## config.mk

```make
export PLATFORM = sky130hd
export DESIGN_NAME = record_sector_fixup_check_core
export DESIGN_NICKNAME = d
export VERILOG_FILES = /design/src/rtl/rsfc_pkg.sv /design/src/rtl/rsfc_engine.sv /design/src/rtl/record_sector_fixup_check_core.sv
export VERILOG_INCLUDE_DIRS = /design/src /design/src/rtl
export SDC_FILE = /design/constraint.sdc
export NUM_CORES = 1
export LEC_CHECK = 0
export ABC_AREA = 1
export BUFFER_PORTS_ARGS = -buffer_cell sky130_fd_sc_hd__buf_2
export CORE_MARGIN = 2
export CORE_UTILIZATION = 31
export DETAILED_ROUTE_END_ITERATION = 7
export MAX_ROUTING_LAYER = met4
export PLACE_DENSITY_LB_ADDON = 0.25
export SLEW_MARGIN = 10
export SYNTH_ARGS = -nofsm -noshare
export SYNTH_HDL_FRONTEND = slang
export SYNTH_HIERARCHICAL = 1
export SYNTH_SLANG_ARGS = --single-unit
```

## constraint.sdc

```tcl
create_clock -name i_clk -period 4.1 [get_ports i_clk]
set_clock_uncertainty 0.1 [all_clocks]
set_input_delay 0 -clock i_clk [delete_from_list [all_inputs] [get_ports i_clk]]
set_output_delay 0 -clock i_clk [all_outputs]
set_load 0.01 [all_outputs]
```

## src/rtl/record_sector_fixup_check_core_assert.svh

```systemverilog
// assertion macros for the record sector fixup check rtl
`ifndef RECORD_SECTOR_FIXUP_CHECK_CORE_ASSERT_SVH
`define RECORD_SECTOR_FIXUP_CHECK_CORE_ASSERT_SVH

// same-cycle implication, disabled while reset is low
`define RSFC_ASSERT_SAME(label, clk, rst_n, ante, cons, msg) \
    label: assert property (@(posedge clk) disable iff (!(rst_n)) (ante) |-> (cons)) \
        else $error(msg);

// next-cycle implication, disabled while reset is low
`define RSFC_ASSERT_NEXT(label, clk, rst_n, ante, cons, msg) \
    label: assert property (@(posedge clk) disable iff (!(rst_n)) (ante) |=> (cons)) \
        else $error(msg);

`endif

```

## src/rtl/rsfc_pkg.sv

```systemverilog
// types and constants for the record sector fixup check
`default_nettype none

package rsfc_pkg;

    // record geometry
    localparam int MAX_RECORD_BYTES   = 4096;
    localparam int SECTOR_BYTES       = 512;
    localparam int HEADER_BYTES       = 48;
    localparam int RESET_RECORD_BYTES = 1024;

    // field widths
    localparam int WORD_W = 16;
    localparam int CFG_W  = 13;

    // derived widths
    localparam int LEN_W       = $clog2(MAX_RECORD_BYTES) + 1;
    localparam int POS_W       = $clog2(MAX_RECORD_BYTES / 2);
    localparam int OFF_W       = $clog2(MAX_RECORD_BYTES);
    localparam int SEC_WORD_W  = $clog2(SECTOR_BYTES / 2);
    localparam int SEC_SHIFT   = $clog2(SECTOR_BYTES);
    localparam int STORE_DEPTH = MAX_RECORD_BYTES / SECTOR_BYTES;
    localparam int IDX_W       = $clog2(STORE_DEPTH);
    localparam int CNT_W       = $clog2(STORE_DEPTH + 2);

    // signature words ("FI" and "LE" little-endian)
    localparam logic [WORD_W-1:0] SIG_WORD0 = 16'h4946;
    localparam logic [WORD_W-1:0] SIG_WORD1 = 16'h454C;

    // header word positions
    localparam logic [POS_W-1:0] POS_SIG0  = POS_W'(0);
    localparam logic [POS_W-1:0] POS_SIG1  = POS_W'(1);
    localparam logic [POS_W-1:0] POS_OFF   = POS_W'(2);
    localparam logic [POS_W-1:0] POS_COUNT = POS_W'(3);

    typedef enum logic [2:0] {
        ST_OK        = 3'd0,
        ST_SIGNATURE = 3'd1,
        ST_OFFSET    = 3'd2,
        ST_PAST_END  = 3'd3,
        ST_COUNT     = 3'd4,
        ST_MISMATCH  = 3'd5,
        ST_LATE      = 3'd6
    } t_status;

    typedef struct packed {
        logic [WORD_W-1:0] word;
        t_status           status;
        logic              last;
    } t_result;

endpackage

`default_nettype wire

```

## src/rtl/rsfc_engine.sv

```systemverilog
// per-word header check, replacement store and sector-end fixup
`default_nettype none

module rsfc_engine (
    input  wire logic                       i_clk,
    input  wire logic                       i_rst_n,
    input  wire logic                       i_take,
    input  wire logic [rsfc_pkg::WORD_W-1:0] i_word,
    input  wire logic [rsfc_pkg::LEN_W-1:0]  i_len,
    output rsfc_pkg::t_result               o_res
);
    import rsfc_pkg::*;

    `include "record_sector_fixup_check_core_assert.svh"

    logic [POS_W-1:0]  r_pos,   n_pos;
    logic [OFF_W-1:0]  r_off,   n_off;
    logic [CNT_W-1:0]  r_cnt,   n_cnt;
    logic [WORD_W-1:0] r_check, n_check;
    t_status           r_err,   n_err;
    logic [WORD_W-1:0] r_store [STORE_DEPTH];

    logic [LEN_W-2:0]        len_half;
    logic [LEN_W-SEC_SHIFT-1:0] sec_cnt;
    logic                    last;
    logic [POS_W-1:0]        off_word;
    logic [POS_W:0]          arr_end_word;
    logic [IDX_W-1:0]        wr_idx;
    logic [IDX_W-1:0]        sec_idx;
    logic                    sec_last;
    logic                    store_we;
    logic [WORD_W-1:0]       repl_word;
    logic [WORD_W-1:0]       res_word;
    t_status                 err_upd;

    // record geometry from the length register
    assign len_half   = i_len[LEN_W-1:1];
    assign sec_cnt    = i_len[LEN_W-1:SEC_SHIFT];
    assign last       = ({1'b0, r_pos} + (POS_W+1)'(1)) >= len_half;

    // array and sector positions in words
    assign off_word     = r_off[OFF_W-1:1];
    assign arr_end_word = {1'b0, off_word} + (POS_W+1)'(r_cnt);
    assign wr_idx       = IDX_W'(r_pos - off_word - POS_W'(1));
    assign sec_idx      = r_pos[POS_W-1:SEC_WORD_W];
    assign sec_last     = &r_pos[SEC_WORD_W-1:0];

    // replacement read, forwarding a same-cycle write
    assign repl_word = (store_we && (wr_idx == sec_idx)) ? i_word : r_store[sec_idx];

    // header checks and fixup for the current word
    always_comb begin
        n_off    = r_off;
        n_cnt    = r_cnt;
        n_check  = r_check;
        err_upd  = r_err;
        store_we = 1'b0;
        res_word = i_word;
        if (r_err == ST_OK) begin
            if (r_pos == POS_SIG0) begin
                if (i_word != SIG_WORD0) err_upd = ST_SIGNATURE;
            end else if (r_pos == POS_SIG1) begin
                if (i_word != SIG_WORD1) err_upd = ST_SIGNATURE;
            end else if (r_pos == POS_OFF) begin
                if ((i_word < WORD_W'(HEADER_BYTES)) || (i_word >= WORD_W'(i_len)) ||
                    i_word[0]) begin
                    err_upd = ST_OFFSET;
                end else begin
                    n_off = i_word[OFF_W-1:0];
                end
            end else if (r_pos == POS_COUNT) begin
                if ((18'(r_off) + {1'b0, i_word, 1'b0}) > 18'(i_len)) begin
                    err_upd = ST_PAST_END;
                end else if ((i_word < WORD_W'(2)) ||
                             (i_word > (WORD_W'(sec_cnt) + WORD_W'(1)))) begin
                    err_upd = ST_COUNT;
                end else begin
                    n_cnt = i_word[CNT_W-1:0];
                end
            end else begin
                // capture check value and replacements
                if (r_pos == off_word) begin
                    n_check = i_word;
                end else if ((r_pos > off_word) && ({1'b0, r_pos} < arr_end_word)) begin
                    store_we = 1'b1;
                end
                // sector-end compare and swap
                if (sec_last && ((CNT_W'(sec_idx) + CNT_W'(1)) < r_cnt)) begin
                    if (({1'b0, off_word} + (POS_W+1)'(sec_idx) + (POS_W+1)'(1)) >
                        {1'b0, r_pos}) begin
                        err_upd = ST_LATE;
                    end else if (i_word != r_check) begin
                        err_upd = ST_MISMATCH;
                    end else begin
                        res_word = repl_word;
                    end
                end
            end
        end
        // record end clears the per-record state
        if (last) begin
            n_pos   = '0;
            n_off   = '0;
            n_cnt   = '0;
            n_check = '0;
            n_err   = ST_OK;
        end else begin
            n_pos   = r_pos + POS_W'(1);
            n_err   = err_upd;
        end
    end

    // result for the current word
    always_comb begin
        o_res.word   = res_word;
        o_res.status = last ? err_upd : ST_OK;
        o_res.last   = last;
    end

    // record state
    always_ff @(posedge i_clk) begin
        if (!i_rst_n) begin
            r_pos   <= '0;
            r_off   <= '0;
            r_cnt   <= '0;
            r_check <= '0;
            r_err   <= ST_OK;
        end else if (i_take) begin
            r_pos   <= n_pos;
            r_off   <= n_off;
            r_cnt   <= n_cnt;
            r_check <= n_check;
            r_err   <= n_err;
        end
    end

    // replacement store, written before it is read within a record
    always_ff @(posedge i_clk) begin
        if (i_take && store_we) begin
            r_store[wr_idx] <= i_word;
        end
    end

    `RSFC_ASSERT_NEXT(a_last_clears, i_clk, i_rst_n, i_take && o_res.last,
        (r_pos == '0) && (r_err == ST_OK), "record state not cleared after last word")
    `RSFC_ASSERT_NEXT(a_pos_steps, i_clk, i_rst_n, i_take && !o_res.last,
        r_pos == POS_W'($past(r_pos) + POS_W'(1)), "word position did not advance")
    `RSFC_ASSERT_SAME(a_swap_at_sector_end, i_clk, i_rst_n, i_take && (o_res.word != i_word),
        (r_err == ST_OK) && sec_last, "word replaced outside a clean sector end")
    `RSFC_ASSERT_NEXT(a_error_sticky, i_clk, i_rst_n,
        i_take && (r_err != ST_OK) && !o_res.last,
        r_err == $past(r_err), "error code changed within a record")

endmodule

`default_nettype wire

```

## src/rtl/record_sector_fixup_check_core.sv

```systemverilog
// Record sector fixup check: one 16-bit record word per request.
// A result appears on o_valid in the cycle after its request is accepted.
// One word per cycle while o_stall is low; the header check and sector-end swap form one stage.
// The output register frees its slot in the cycle its result is taken.
// Reset clears the record state and sets the length register to 1024 bytes;
// the replacement store is not cleared.
`default_nettype none

module record_sector_fixup_check_core (
    input  wire logic                        i_clk,
    input  wire logic                        i_rst_n,
    input  wire logic                        i_cfg_wr_en,
    input  wire logic [rsfc_pkg::CFG_W-1:0]  i_cfg_wr_data,
    input  wire logic                        i_valid,
    output logic                             o_stall,
    input  wire logic [rsfc_pkg::WORD_W-1:0] i_word_in,
    output logic                             o_valid,
    input  wire logic                        i_stall,
    output logic [rsfc_pkg::WORD_W-1:0]      o_word_out,
    output logic [2:0]                       o_status,
    output logic                             o_last_out
);
    import rsfc_pkg::*;

    logic [LEN_W-1:0] r_len, n_len;
    logic [CFG_W-1:0] cfg_even;
    logic             take;
    t_result          res;
    t_result          r_out;
    logic             r_out_valid, n_out_valid;

    // effective record length, saturated at write time
    always_comb begin
        cfg_even = {i_cfg_wr_data[CFG_W-1:1], 1'b0};
        if (LEN_W'(cfg_even) < LEN_W'(SECTOR_BYTES)) begin
            n_len = LEN_W'(SECTOR_BYTES);
        end else if (LEN_W'(cfg_even) > LEN_W'(MAX_RECORD_BYTES)) begin
            n_len = LEN_W'(MAX_RECORD_BYTES);
        end else begin
            n_len = LEN_W'(cfg_even);
        end
    end

    always_ff @(posedge i_clk) begin
        if (!i_rst_n) begin
            r_len <= LEN_W'(RESET_RECORD_BYTES);
        end else if (i_cfg_wr_en) begin
            r_len <= n_len;
        end
    end

    // accept while the output slot is empty or being drained
    assign o_stall = r_out_valid && i_stall;
    assign take    = i_valid && !o_stall;

    rsfc_engine u_engine (
        .i_clk   (i_clk),
        .i_rst_n (i_rst_n),
        .i_take  (take),
        .i_word  (i_word_in),
        .i_len   (r_len),
        .o_res   (res)
    );

    // output register
    assign n_out_valid = take || (r_out_valid && i_stall);

    always_ff @(posedge i_clk) begin
        if (!i_rst_n) begin
            r_out_valid <= 1'b0;
        end else begin
            r_out_valid <= n_out_valid;
        end
    end

    always_ff @(posedge i_clk) begin
        if (take) begin
            r_out <= res;
        end
    end

    assign o_valid    = r_out_valid;
    assign o_word_out = r_out.word;
    assign o_status   = r_out.status;
    assign o_last_out = r_out.last;

endmodule

`default_nettype wire
```

# Word-level counts from Yosys, hierarchy flattened
# Memories as Yosys holds them, arrays and structs flattened. A register that Yosys moved wholly into a read port is not among the register bits.
# Index checks and enable logic that the tools add are counted.
[classes] addsub=10 order_cmp=12 eq_ne=15 muxes=58 reduce_logical=21
[op_table] operator="two-way mux 16 bit" count=16
[op_table] operator="two-way mux 12 bit" count=6
[op_table] operator="two-way mux 3 bit" count=16
[op_table] operator="two-way mux 4 bit" count=8
[op_table] operator="inequality test 16 x 15 -> 1 bit, second input constant" count=2
[op_table] operator="two-way mux 13 bit" count=2
[op_table] operator="equality test 11 x 2 -> 1 bit, second input constant" count=2
[op_table] operator="adder 12 x 17 -> 18 bit" count=1
[op_table] operator="> comparator 18 x 13 -> 1 bit" count=1
[op_table] operator=">= comparator 16 x 13 -> 1 bit" count=1
[op_table] operator="> comparator 16 bit" count=1
[op_table] operator="less-than comparator 16 x 2 -> 1 bit, second input constant" count=1
[op_table] operator="less-than comparator 16 x 6 -> 1 bit, second input constant" count=1
[op_table] operator="inequality test 16 bit" count=1
[op_table] operator="AND reduction 8 bit" count=2
[op_table] operator="inequality test 2 x 1 -> 1 bit, second input constant" count=7
[op_table] operator="> comparator 13 bit, second input constant" count=1
[op_table] operator="less-than comparator 13 x 10 -> 1 bit, second input constant" count=1
[op_table] operator="adder 11 x 1 -> 12 bit, second input constant" count=1
[op_table] operator="adder 11 x 3 -> 12 bit" count=1
[op_table] operator="adder 11 x 4 -> 12 bit" count=1
[op_table] operator="adder 12 x 1 -> 12 bit, second input constant" count=1
[op_table] operator=">= comparator 12 bit" count=1
[op_table] operator="> comparator 12 x 11 -> 1 bit" count=1
[op_table] operator="other kinds (21)" count=40
[totals] regBits=80 ram_bits=128 in_bits=34 out_inout_bits=22 word_cells=127 n_memories=1
[mem_list] memory="u_engine.r_store" depth=8 word_bits=16 read_ports=1 rd_clocked_by_memory_dff=1 write_ports=1 line="rsfc_engine.sv:21" rtl="logic [WORD_W-1:0] r_store [STORE_DEPTH];"

# Longest topological paths before layout
# Gate-level depths: netlist of run 1.
[logic_depth] depth_word=20 ltp_mapped=24 depth_no_buf=24

# Cells and area by module
# The synthesis of run 1 kept the hierarchy.
[modules_own_cells] module="rsfc_engine" instances=1 cells_per_inst=1257 area_per_inst_um2=11189.5 seq_area_each_um2=4824.6
[modules_own_cells] module="record_sector_fixup_check_core" instances=1 cells_per_inst=111 area_per_inst_um2=1229.9 seq_area_each_um2=860.8

# Worst setup path after synthesis of run 1
# OpenSTA, ideal clock, no wires.
[synth_timing] path_type="register to register" startpoint="register u_engine.r_off[3]" endpoint="memory u_engine.r_store[6][0], enable pin" setup_ns=0.388 arrival_ns=3.334 required_time_ns=3.612 slack_ns=0.277 path_stages_with_launch=19 path_buffers=0 synth_period_minus_slack_ns=3.823 path_cell_list="dfxtp_1 -> ha_1 -> a21oi_1 -> inv_1 -> a31oi_1 -> nor2_1 -> o21ai_1 -> nor2_1 -> xor2_1 -> ha_1 -> a21oi_1 -> o21ai_0 -> o21bai_1 -> a21boi_0 -> o21ai_1 -> nand2_1 -> nor2_1 -> nand2_1 -> nor2_1"
[synth_between] elab_chain_len=13 elab_cells_between_ends=17 cone_classes="add/sub (3); order compare (2); eq/ne (1); mux (9); reduce/logical (2)"
[synth_lines] item="start: declaration" line="rsfc_engine.sv:17" rtl="logic [OFF_W-1:0] r_off, n_off;"
[synth_lines] item="start signal: assignment" line="rsfc_engine.sv:130" rtl="r_off <= n_off;"
[synth_lines] item="adder 11 x 4 -> 12 bit" line="rsfc_engine.sv:43" rtl="assign arr_end_word = {1'b0, off_word} + (POS_W+1)'(r_cnt);"
[synth_lines] item="less-than comparator 11 x 12 -> 1 bit" line="rsfc_engine.sv:84" rtl="end else if ((r_pos > off_word) && ({1'b0, r_pos} < arr_end_word)) begin"
[synth_lines] item="logical AND 1 bit" line="rsfc_engine.sv:84"
[synth_lines] item="two-way mux 1 bit" line="rsfc_engine.sv:84"
[synth_lines] item="two-way mux 1 bit" line="rsfc_engine.sv:82" rtl="if (r_pos == off_word) begin"
[synth_lines] item="two-way mux 1 bit" line="rsfc_engine.sv:71" rtl="end else if (r_pos == POS_COUNT) begin"
[synth_lines] item="two-way mux 1 bit" line="rsfc_engine.sv:64" rtl="end else if (r_pos == POS_OFF) begin"
[synth_lines] item="two-way mux 1 bit" line="rsfc_engine.sv:62" rtl="end else if (r_pos == POS_SIG1) begin"
[synth_lines] item="two-way mux 1 bit" line="rsfc_engine.sv:60" rtl="if (r_pos == POS_SIG0) begin"
[synth_lines] item="two-way mux 1 bit" line="rsfc_engine.sv:59" rtl="if (r_err == ST_OK) begin"
[synth_lines] item="logical AND 1 bit" line="rsfc_engine.sv:139" rtl="if (i_take && store_we) begin"
[synth_lines] item="two-way mux 1 bit" line="rsfc_engine.sv:139"
[synth_lines] item="two-way mux 1 bit (not written as such)" line="rsfc_engine.sv:140" rtl="r_store[wr_idx] <= i_word;"
[synth_lines] item="end: declaration" line="rsfc_engine.sv:21"
# Parallel ways exist; a longest one is shown, timed or not.

==> reports/summary.txt, run 1 <==
status = finished, final reports clean
Synth area leader = edfxtp_1
overall power = 0.005209 W
vias in the first global route = 9,706
Port Buf Inserts = 54
WL per Instance = 17.60 µm
Post-synth EDFFs = 148
H-tree Lvls = 1
final hold slack = 0.06134 ns
final instance area = 15,060 µm²
clk buf depth = 3
placed cell area = 13,640 µm²
required time of the critical path = 4.43 ns
synth warn = 6
Static Leak = 6.189 nW
multiplexer area fraction after synthesis = 1.380%
Hold Crit Class = primary input to flip-flop
RSZ-0062 raised after global routing = yes
Initial Util = 31.33%
CTS tree = yes
synthesized area = 12,420 µm²
routability cong. = 0.9251
antenna violation net count after detailed routing = 0
IO Pins = 56
Synth Area in Adders = 11.12%
total gr overflow = 0
crit path launch type = flip-flop
simple-gate portion of the synthesized area = 18.45%
Sequential cell area = 5688 µm²
Worst Path Max Fanout = 7
Yosys reg bits = 210
HPWL after detailed placement = 26,640 µm
crit path time final = 3.778 ns
final core utilization = 37.99%
largest net degree at the start of global routing = 56
top cell type's share of synthesized area = 35.78%
final setup TNS = 0 ns
fillcell total = 4,053
Setup Buffers After CTS = 0
Ant. Diodes = 0
share of cells above drive strength 1 = 15.39%
Die Span X = 204.2 µm
Post-synth ARST share = 0%
Total Routing Usage GR = 17.82%
Max Cap Viol = 0
Setup crit end kind = flip-flop
CTS Root Cell = clkbuf_16
final cycle utilization of the critical path = 92.14%
Primary FF master, synth = edfxtp_1
Vias/cell = 4.917
Yosys cell types = 57
fmax = 264.7 MHz
XOR/XNOR share of the synthesized area = 3.526%
largest family of logic cells by synthesized area = simple AND/OR/NAND/NOR gates
synthesis-to-finish area growth = 21.27%
detailed-route DRC error count = 0
kind of critical path = flip-flop to flip-flop
DR iter-0 viols = 625
DR vias = 10,120
TritonCTS buffer count = 24
CTS Sinks = 210
worst rel slew slack = 32.13%
Worst Tran Pin Value = 1.018 ns
Post-Syn Instances = 1,368
Clock Latency Late Sink = 0.52 ns
global-route wire length before repair = 55,630 µm
CORE AREA = 39,640 µm²
Worst VDD drop = 0.2571 mV
area of the multi-input gates = 5989 µm²
Final setup viols = 0
# nets final = 1,658
row count = 73
max-slew violations = 0
register area share after synthesis = 45.78%
clk slew on worst S/H paths = 0.06 ns
drt pass-1 iters = 5
Crit path arrival time = 4.10 ns
Power Dens Cells = 345.9 nW/µm²
Die H = 204.2 µm
Compound-Gate Fraction of Synth Area = 13.36%
wirelength, routed = 36,220 µm
final hold vios = 0
Mean Syn Cell Area = 9.079 µm²
largest cells by area after synthesis = edfxtp_1 36%, ha_1 10%, dfxtp_1 10%
initial antenna violation count = 0
Die Area = 41,680 µm²
-- per-layer routing --
layer	GRT usage (%)	vias to the layer above	routed length, µm
met5	-	-	0
met4	4.425	0	811
met3	1.945	47	1646
met2	30.87	220	17750
met1	22.18	4831	16010
li1	-	5021	-
-- logic make-up (layout without fill, tap and decap cells) --
group,Yosys count,count (layout)
fa+ha+maj,108,108
other cells,1,2
mux,17,17
xor+xnor,50,50
buf+inv,192,356
compound gates,271,271
flops,210,210
simple gates,519,519
-- path summary, 6_finish.rpt --
path                                        start           endpoint  slack, ns  cells after the start
worst min-delay path                      i_valid        o_status[0]       0.06                      4
worst min register to register  u_engine/r_off[0]  u_engine/r_off[0]       0.34                      2
worst max register to register  u_engine/r_pos[0]  u_engine/r_off[2]       0.32                     18
worst max-delay path            u_engine/r_pos[0]  u_engine/r_off[2]       0.32                     18
-- per-stage QoR --
stage / instances / setup slack [ns]
after floorplan: 1369 / 0.2774
after global placement: 1958 / 0.3082
after detailed placement: 1958 / 0.2708
after CTS: 2058 / 0.2519
after global routing: 2058 / -0.005874
final: 2058 / 0.3221
-- cell usage in the layout (no fill, tap or decap), types with 39 or more instances in the layout --
cell type and instances:
nand3_1 52, buf_4 48, buf_2 54, inv_1 137, dfxtp_1 60, xor2_1 39
ha_1 104, a21oi_1 116, o21ai_0 66, nand2_1 273, edfxtp_1 148, nor2_1 100
dlygate4sd3_1 57
-- registers in the layout, indices dropped and copies added (netlist names), named ones only --
register	flops
u_engine/r_store	128
o_valid	1
u_engine/r_off	12
u_engine/r_err	3
u_engine/r_pos	11
r_len	12
u_engine/r_check	16
u_engine/r_cnt	4
o_status	3
o_word_out	16
o_last_out	1
-- timing repair --
item	in CTS	in global routing
endpoints found under the setup margin	0	149
gates resized for setup	0	6
endpoints found under the hold margin	170	0
hold buffers	57	0
-- power breakdown --
part,total (W),switching (W),leakage (nW),internal (W)
Sequential,0.00233,0.0000240,1.85,0.00231
Clock,0.00225,0.000858,0.403,0.00140
Combinational,0.000623,0.000388,3.94,0.000235
Total,0.00521,0.00127,6.19,0.00394
-- cell type report --
| class | instances | area share, % |
|---|---|---|
| Tap cell | 525 | 4.362 |
| Timing Repair Buffer | 166 | 8.906 |
| Sequential cell | 210 | 37.77 |
| Clock buffer | 30 | 4.411 |
| Multi-Input combinational cell | 967 | 39.77 |
| Inverter | 147 | 3.664 |
| Clock inverter | 13 | 1.122 |
-- cell usage after synthesis, types with 6 or more instances --
cell type and n:
nand2_1 273, edfxtp_1 148, inv_1 137, a21oi_1 116
nor2_1 111, ha_1 104, o21ai_0 67, dfxtp_1 62
nand3_1 52, xor2_1 39, clkbuf_1 24, nand4_1 22
a32oi_1 16, mux2i_1 16, o21ai_2 16, o221ai_1 16
nand2_2 15, nor3_1 14, xnor2_1 11, buf_2 10
inv_2 10, nand3_2 7, a21oi_2 6, o211ai_1 6
-- worst max-delay path, cell delays in order, from the launching register on --
cell and delay [ns]:
dfxtp_1 0.44, ha_1 0.22, inv_1 0.10, nor3_4 0.21, nand3_2 0.14, nor2_2 0.12, nand2_2 0.12, mux2_2 0.33
ha_1 0.27, nand2_1 0.08, nor2_1 0.07, nand2_1 0.07, nand2_1 0.04, a31oi_1 0.11, and2_2 0.34, inv_2 0.16
nor2_1 0.36, nand3_1 0.13, a21oi_1 0.25
(Power assumes the default switching activity.)
==> run 2: changes to the inputs <==
Settings changed: REMOVE_ABC_BUFFERS from default to 1.
==> reports/summary.txt, run 2 (synthesis gave the netlist of run 1 again) <==
synthesis-to-finish area growth = 21.15%
wirelength, routed = 35,820 µm
antenna violation net count after detailed routing = 0
IO Pins = 56
final hold vios = 0
CTS tree = yes
crit path launch type = flip-flop
WL per Instance = 17.51 µm
Port Buf Inserts = 54
row count = 73
final instance area = 15,050 µm²
Setup Buffers After CTS = 0
fillcell total = 4,039
Final setup viols = 0
Initial Util = 31.33%
clk buf depth = 3
total gr overflow = 0
max-slew violations = 0
Max Cap Viol = 0
H-tree Lvls = 1
# nets final = 1,646
worst hold start = i_valid
P_sw = 0.001274 W
max reg flops = 128
required time of the critical path = 4.22 ns
Pint = 0.003944 W
Clock Latency Late Sink = 0.52 ns
Die H = 204.2 µm
Vias/cell = 4.899
most common cell after layout, fill and taps aside = nand2_1
Net Sw Frac = 24.42%
Static Leak = 6.160 nW
Ant. Diodes = 0
routability cong. = 0.9004
DR vias = 10,020
fmax = 261.2 MHz
Power Dens Cells = 346.8 nW/µm²
power share of the clock group = 43.9%
CTS Sinks = 210
most frequent cells in the layout = 271 x nand2_1, 148 x edfxtp_1, 137 x inv_1
detailed-route DRC error count = 0
crit path max-delay cell type = fa_1
initial antenna violation count = 0
global-route wire length before repair = 55,750 µm
Hold Crit Class = primary input to flip-flop
Biggest register = u_engine/r_store
CP startpoint = u_engine/r_off[1]
worst path cell trace = ha_1 -> fa_1 -> a21oi_1 -> o21bai_1 -> nand2_1 -> nor2_2 -> xor2_1 -> ha_1 -> nand2_1 -> o21ai_0 -> o21bai_1 -> a21boi_0 -> o21ai_1 -> nand2_1 -> nor2_2 -> nand2_2 -> nor2_2 -> buf_12
final cycle utilization of the critical path = 93.37%
combinational share of power = 11.4%
Die Area = 41,680 µm²
TritonCTS buffer count = 23
DR iter-0 viols = 662
worst rel slew slack = 21.36%
reg2reg start = u_engine/r_off[1]
HPWL after detailed placement = 25,140 µm
pre-CTS setup slack = 0.1398 ns
R2R Setup Slk = 0.27 ns
final setup TNS = 0 ns
CP top delay family = compound AO/OA/AOI/OAI gates
Total Routing Usage GR = 17.86%
Crit path arrival time = 3.95 ns
Setup crit end kind = flip-flop
crit path time final = 3.828 ns
CTS Root Cell = clkbuf_16
clk slew on worst S/H paths = 0.06 ns
largest net degree at the start of global routing = 65
RSZ-0062 raised after global routing = no
overall power = 0.005219 W
vias in the first global route = 9,950
Final WS setup = 0.2719 ns
Worst Path Max Fanout = 16
drt pass-1 iters = 5
final core utilization = 37.96%
worst path buffer plus inverter count = 1
kind of critical path = flip-flop to flip-flop
Die Span X = 204.2 µm
Worst VDD drop = 0.1972 mV
crit-path max cell delay = 0.42 ns
status = finished, final reports clean
placed cell area = 13,600 µm²
sequential power share = 44.7%
Worst Tran Pin Value = 1.180 ns
CORE AREA = 39,640 µm²
share of cells above drive strength 1 = 15.52%
==> run 2: final timing paths <==
path,to,cells after the start
max,u_engine/r_store[0][2],18
min,o_word_out[1],4
max reg2reg,u_engine/r_store[0][2],18
min reg2reg,u_engine/r_off[0],2
==> run 2: layout make-up <==
cell class / instances / area (µm²) / area share [%]
multi-input combinational: 967 / 6007 / 39.93
sequential: 210 / 5690 / 37.82
timing repair buffer: 155 / 1294 / 8.599
tap: 525 / 656.9 / 4.366
clock buffer: 27 / 621.8 / 4.133
inverter: 147 / 551.8 / 3.667
clock inverter: 15 / 224.0 / 1.489
==> run 2: worst register-to-register path: cells and delay by family, from the launching register on <==
family                     cells  cell delay (ns)
AOI/OAI and AO/OA              6             0.99
adders and majority gates      3             0.94
and+or+nand+nor                7             0.78
DFF                            1             0.34
xor gates and xnor gates       1             0.19
buffers and inverters          1             0.19
==> run 2: stage by stage <==
| step | hold WS (ns) | cells |
|---|---|---|
| after floorplan | -0.01577 | 1324 |
| after global placement | 0.1684 | 1948 |
| after detailed placement | 0.1701 | 1948 |
| after CTS | 0.1178 | 2046 |
| after global routing | 0.1771 | 2046 |
| final | 0.1498 | 2046 |
==> run 2: per-layer routing <==
layer / GRT usage [%] / vias up / routed length, µm
li1: - / 4996 / -
met1: 22.53 / 4757 / 16360
met2: 30.21 / 216 / 17000
met3: 2.168 / 54 / 1423
met4: 4.891 / 0 / 1041
met5: - / - / 0
==> run 2: power groups by stage <==
stage / Sequential [W] / Combinational, W / Clock [W]
after floorplan: 0.00238 / 0.000326 / 0
after global placement: 0.00238 / 0.000539 / 0
after detailed placement: 0.00238 / 0.000546 / 0
after CTS: 0.00233 / 0.000591 / 0.00234
after global routing: 0.00234 / 0.000672 / 0.00243
final: 0.00233 / 0.000596 / 0.00229
==> run 2: what timing repair did <==
| action | CTS | global route |
|---|---|---|
| hold endpoints to repair | 176 | 0 |
| endpoints found under the setup margin | 0 | 151 |
| resized for setup | 0 | 14 |
| hold buffers | 56 | 0 |
==> run 3: changes to the inputs <==
Settings changed: CORE_MARGIN 2 to 4, CORE_UTILIZATION 31 to 56.
==> reports/summary.txt, run 3 (synthesis gave the netlist of run 1 again) <==
Static Leak = 6.010 nW
H-tree Lvls = 1
Sequential cell area = 5690 µm²
Initial Util = 56.91%
vias in the first global route = 9,921
antenna violation net count after detailed routing = 0
Power Dens Cells = 334.7 nW/µm²
DR iter-0 viols = 774
initial antenna violation count = 0
Worst Tran Pin Value = 1.215 ns
synthesis-to-finish area growth = 16.44%
Die Span X = 156.9 µm
max-slew violations = 0
RSZ-0062 raised after global routing = yes
worst rel slew slack = 18.91%
required time of the critical path = 4.21 ns
status = finished, final reports clean
Ant. Diodes = 0
global-route wire length before repair = 51,540 µm
drt pass-1 iters = 5
Die H = 156.9 µm
Final WS setup = 0.3050 ns
Final Non-Filler Cells = 1,788
Crit path arrival time = 3.90 ns
R2R Setup Slk = 0.31 ns
HPWL after detailed placement = 21,930 µm
fillcell total = 1,732
area of the multi-input gates = 5977 µm²
CORE AREA = 21,820 µm²
most frequent CP cell = nor2_1
cell count after placement = 1,687
total gr overflow = 0
worst hold start = i_valid
detailed-route DRC error count = 0
Die Area = 24,620 µm²
wirelength, routed = 32,600 µm
row count = 54
Hold Crit Class = primary input to flip-flop
Clock Latency Late Sink = 0.53 ns
clk slew on worst S/H paths = 0.06 ns
final cycle utilization of the critical path = 92.56%
worst path cell trace = ha_1 -> a21oi_1 -> inv_1 -> a31oi_1 -> nor2_1 -> o21ai_2 -> nor2_1 -> xor2_1 -> ha_1 -> a21oi_1 -> o21ai_0 -> o21bai_1 -> a21boi_0 -> o21ai_1 -> nand2_1 -> nor2_1 -> nand2_1 -> nor2_2 -> buf_4
CTS Root Cell = clkbuf_16
TritonCTS buffer count = 22
Max Cap Viol = 0
Port Buf Inserts = 54
placed cell area = 13,130 µm²
crit path time final = 3.795 ns
share of cells above drive strength 1 = 13.86%
CP startpoint = u_engine/r_off[3]
crit path launch type = flip-flop
max reg flops = 128
clk buf depth = 3
CTS Sinks = 210
most common cell after layout, fill and taps aside = nand2_1
final instance area = 14,460 µm²
IO Pins = 56
final hold slack = 0.06042 ns
Biggest register = u_engine/r_store
pre-CTS setup slack = 0.1845 ns
most frequent cells in the layout = 273 x nand2_1, 148 x edfxtp_1, 137 x inv_1
final hold vios = 0
DR vias = 10,250
Worst Path Max Fanout = 8
largest net degree at the start of global routing = 65
CTS tree = yes
Total Routing Usage GR = 27.18%
crit-path max cell delay = 0.37 ns
final core utilization = 66.27%
Final setup viols = 0
# nets final = 1,634
crit path max-delay cell type = ha_1
reg2reg start = u_engine/r_off[3]
Worst VDD drop = 0.3309 mV
Setup crit end kind = flip-flop
Vias/cell = 5.731
WL per Instance = 18.23 µm
kind of critical path = flip-flop to flip-flop
fmax = 263.5 MHz
routability cong. = 0.9819
-- run 3: path summary, 6_finish.rpt --
kind	end	cells after the start
setup / recovery	u_engine/r_store[0][12]	19
hold / removal	o_status[1]	4
setup reg to reg	u_engine/r_store[0][12]	19
hold reg to reg	u_engine/r_off[0]	2
-- run 3: metal layers --
layer / GRT usage (%) / routed length, µm
met2: 44.89 / 15510
met5: - / 0
met1: 33.48 / 13440
met3: 3.519 / 1959
met4: 12.36 / 1689
-- run 3: worst max-delay path, delay by kind of cell, from the launching register on --
family	cells	cell delay [ns]
and+or+nand+nor	6	0.70
adders and majority gates	2	0.68
AOI/OAI and AO/OA	8	1.22
DFF	1	0.35
buffers and inverters	2	0.26
xor gates and xnor gates	1	0.15
-- run 3: repair_timing --
item | 4_1_cts | 5_1_grt
hold buffers | 59 | 0
setup buffers | 0 | 2
resized for setup | 0 | 13
endpoints found under the setup margin | 0 | 160
hold endpoints to repair | 176 | 0
-- run 3: per-stage QoR --
| stage | power, W | setup TNS [ns] |
|---|---|---|
| 6_report | 0.004840 | 0 |
| 5_1_grt | 0.005034 | -0.3996 |
| 4_1_cts | 0.004863 | 0 |
| 3_5_place_dp | 0.002894 | 0 |
| 3_3_place_gp | 0.002880 | 0 |
| 2_1_floorplan | 0.002704 | 0 |
-- run 3: where the power goes --
group / leakage (nW) / internal, W / switching, W
clock: 0.343 / 0.00111 / 0.000815
combinational: 3.82 / 0.000216 / 0.000365
sequential: 1.85 / 0.00231 / 0.0000257
-- run 3: layout make-up --
type | instances | area share [%]
Multi-Input combinational cell | 967 | 41.33
Tap cell | 280 | 2.423
Timing Repair Buffer | 144 | 8.254
Inverter | 147 | 3.816
Clock inverter | 10 | 0.6056
Clock buffer | 30 | 4.222
Sequential cell | 210 | 39.35
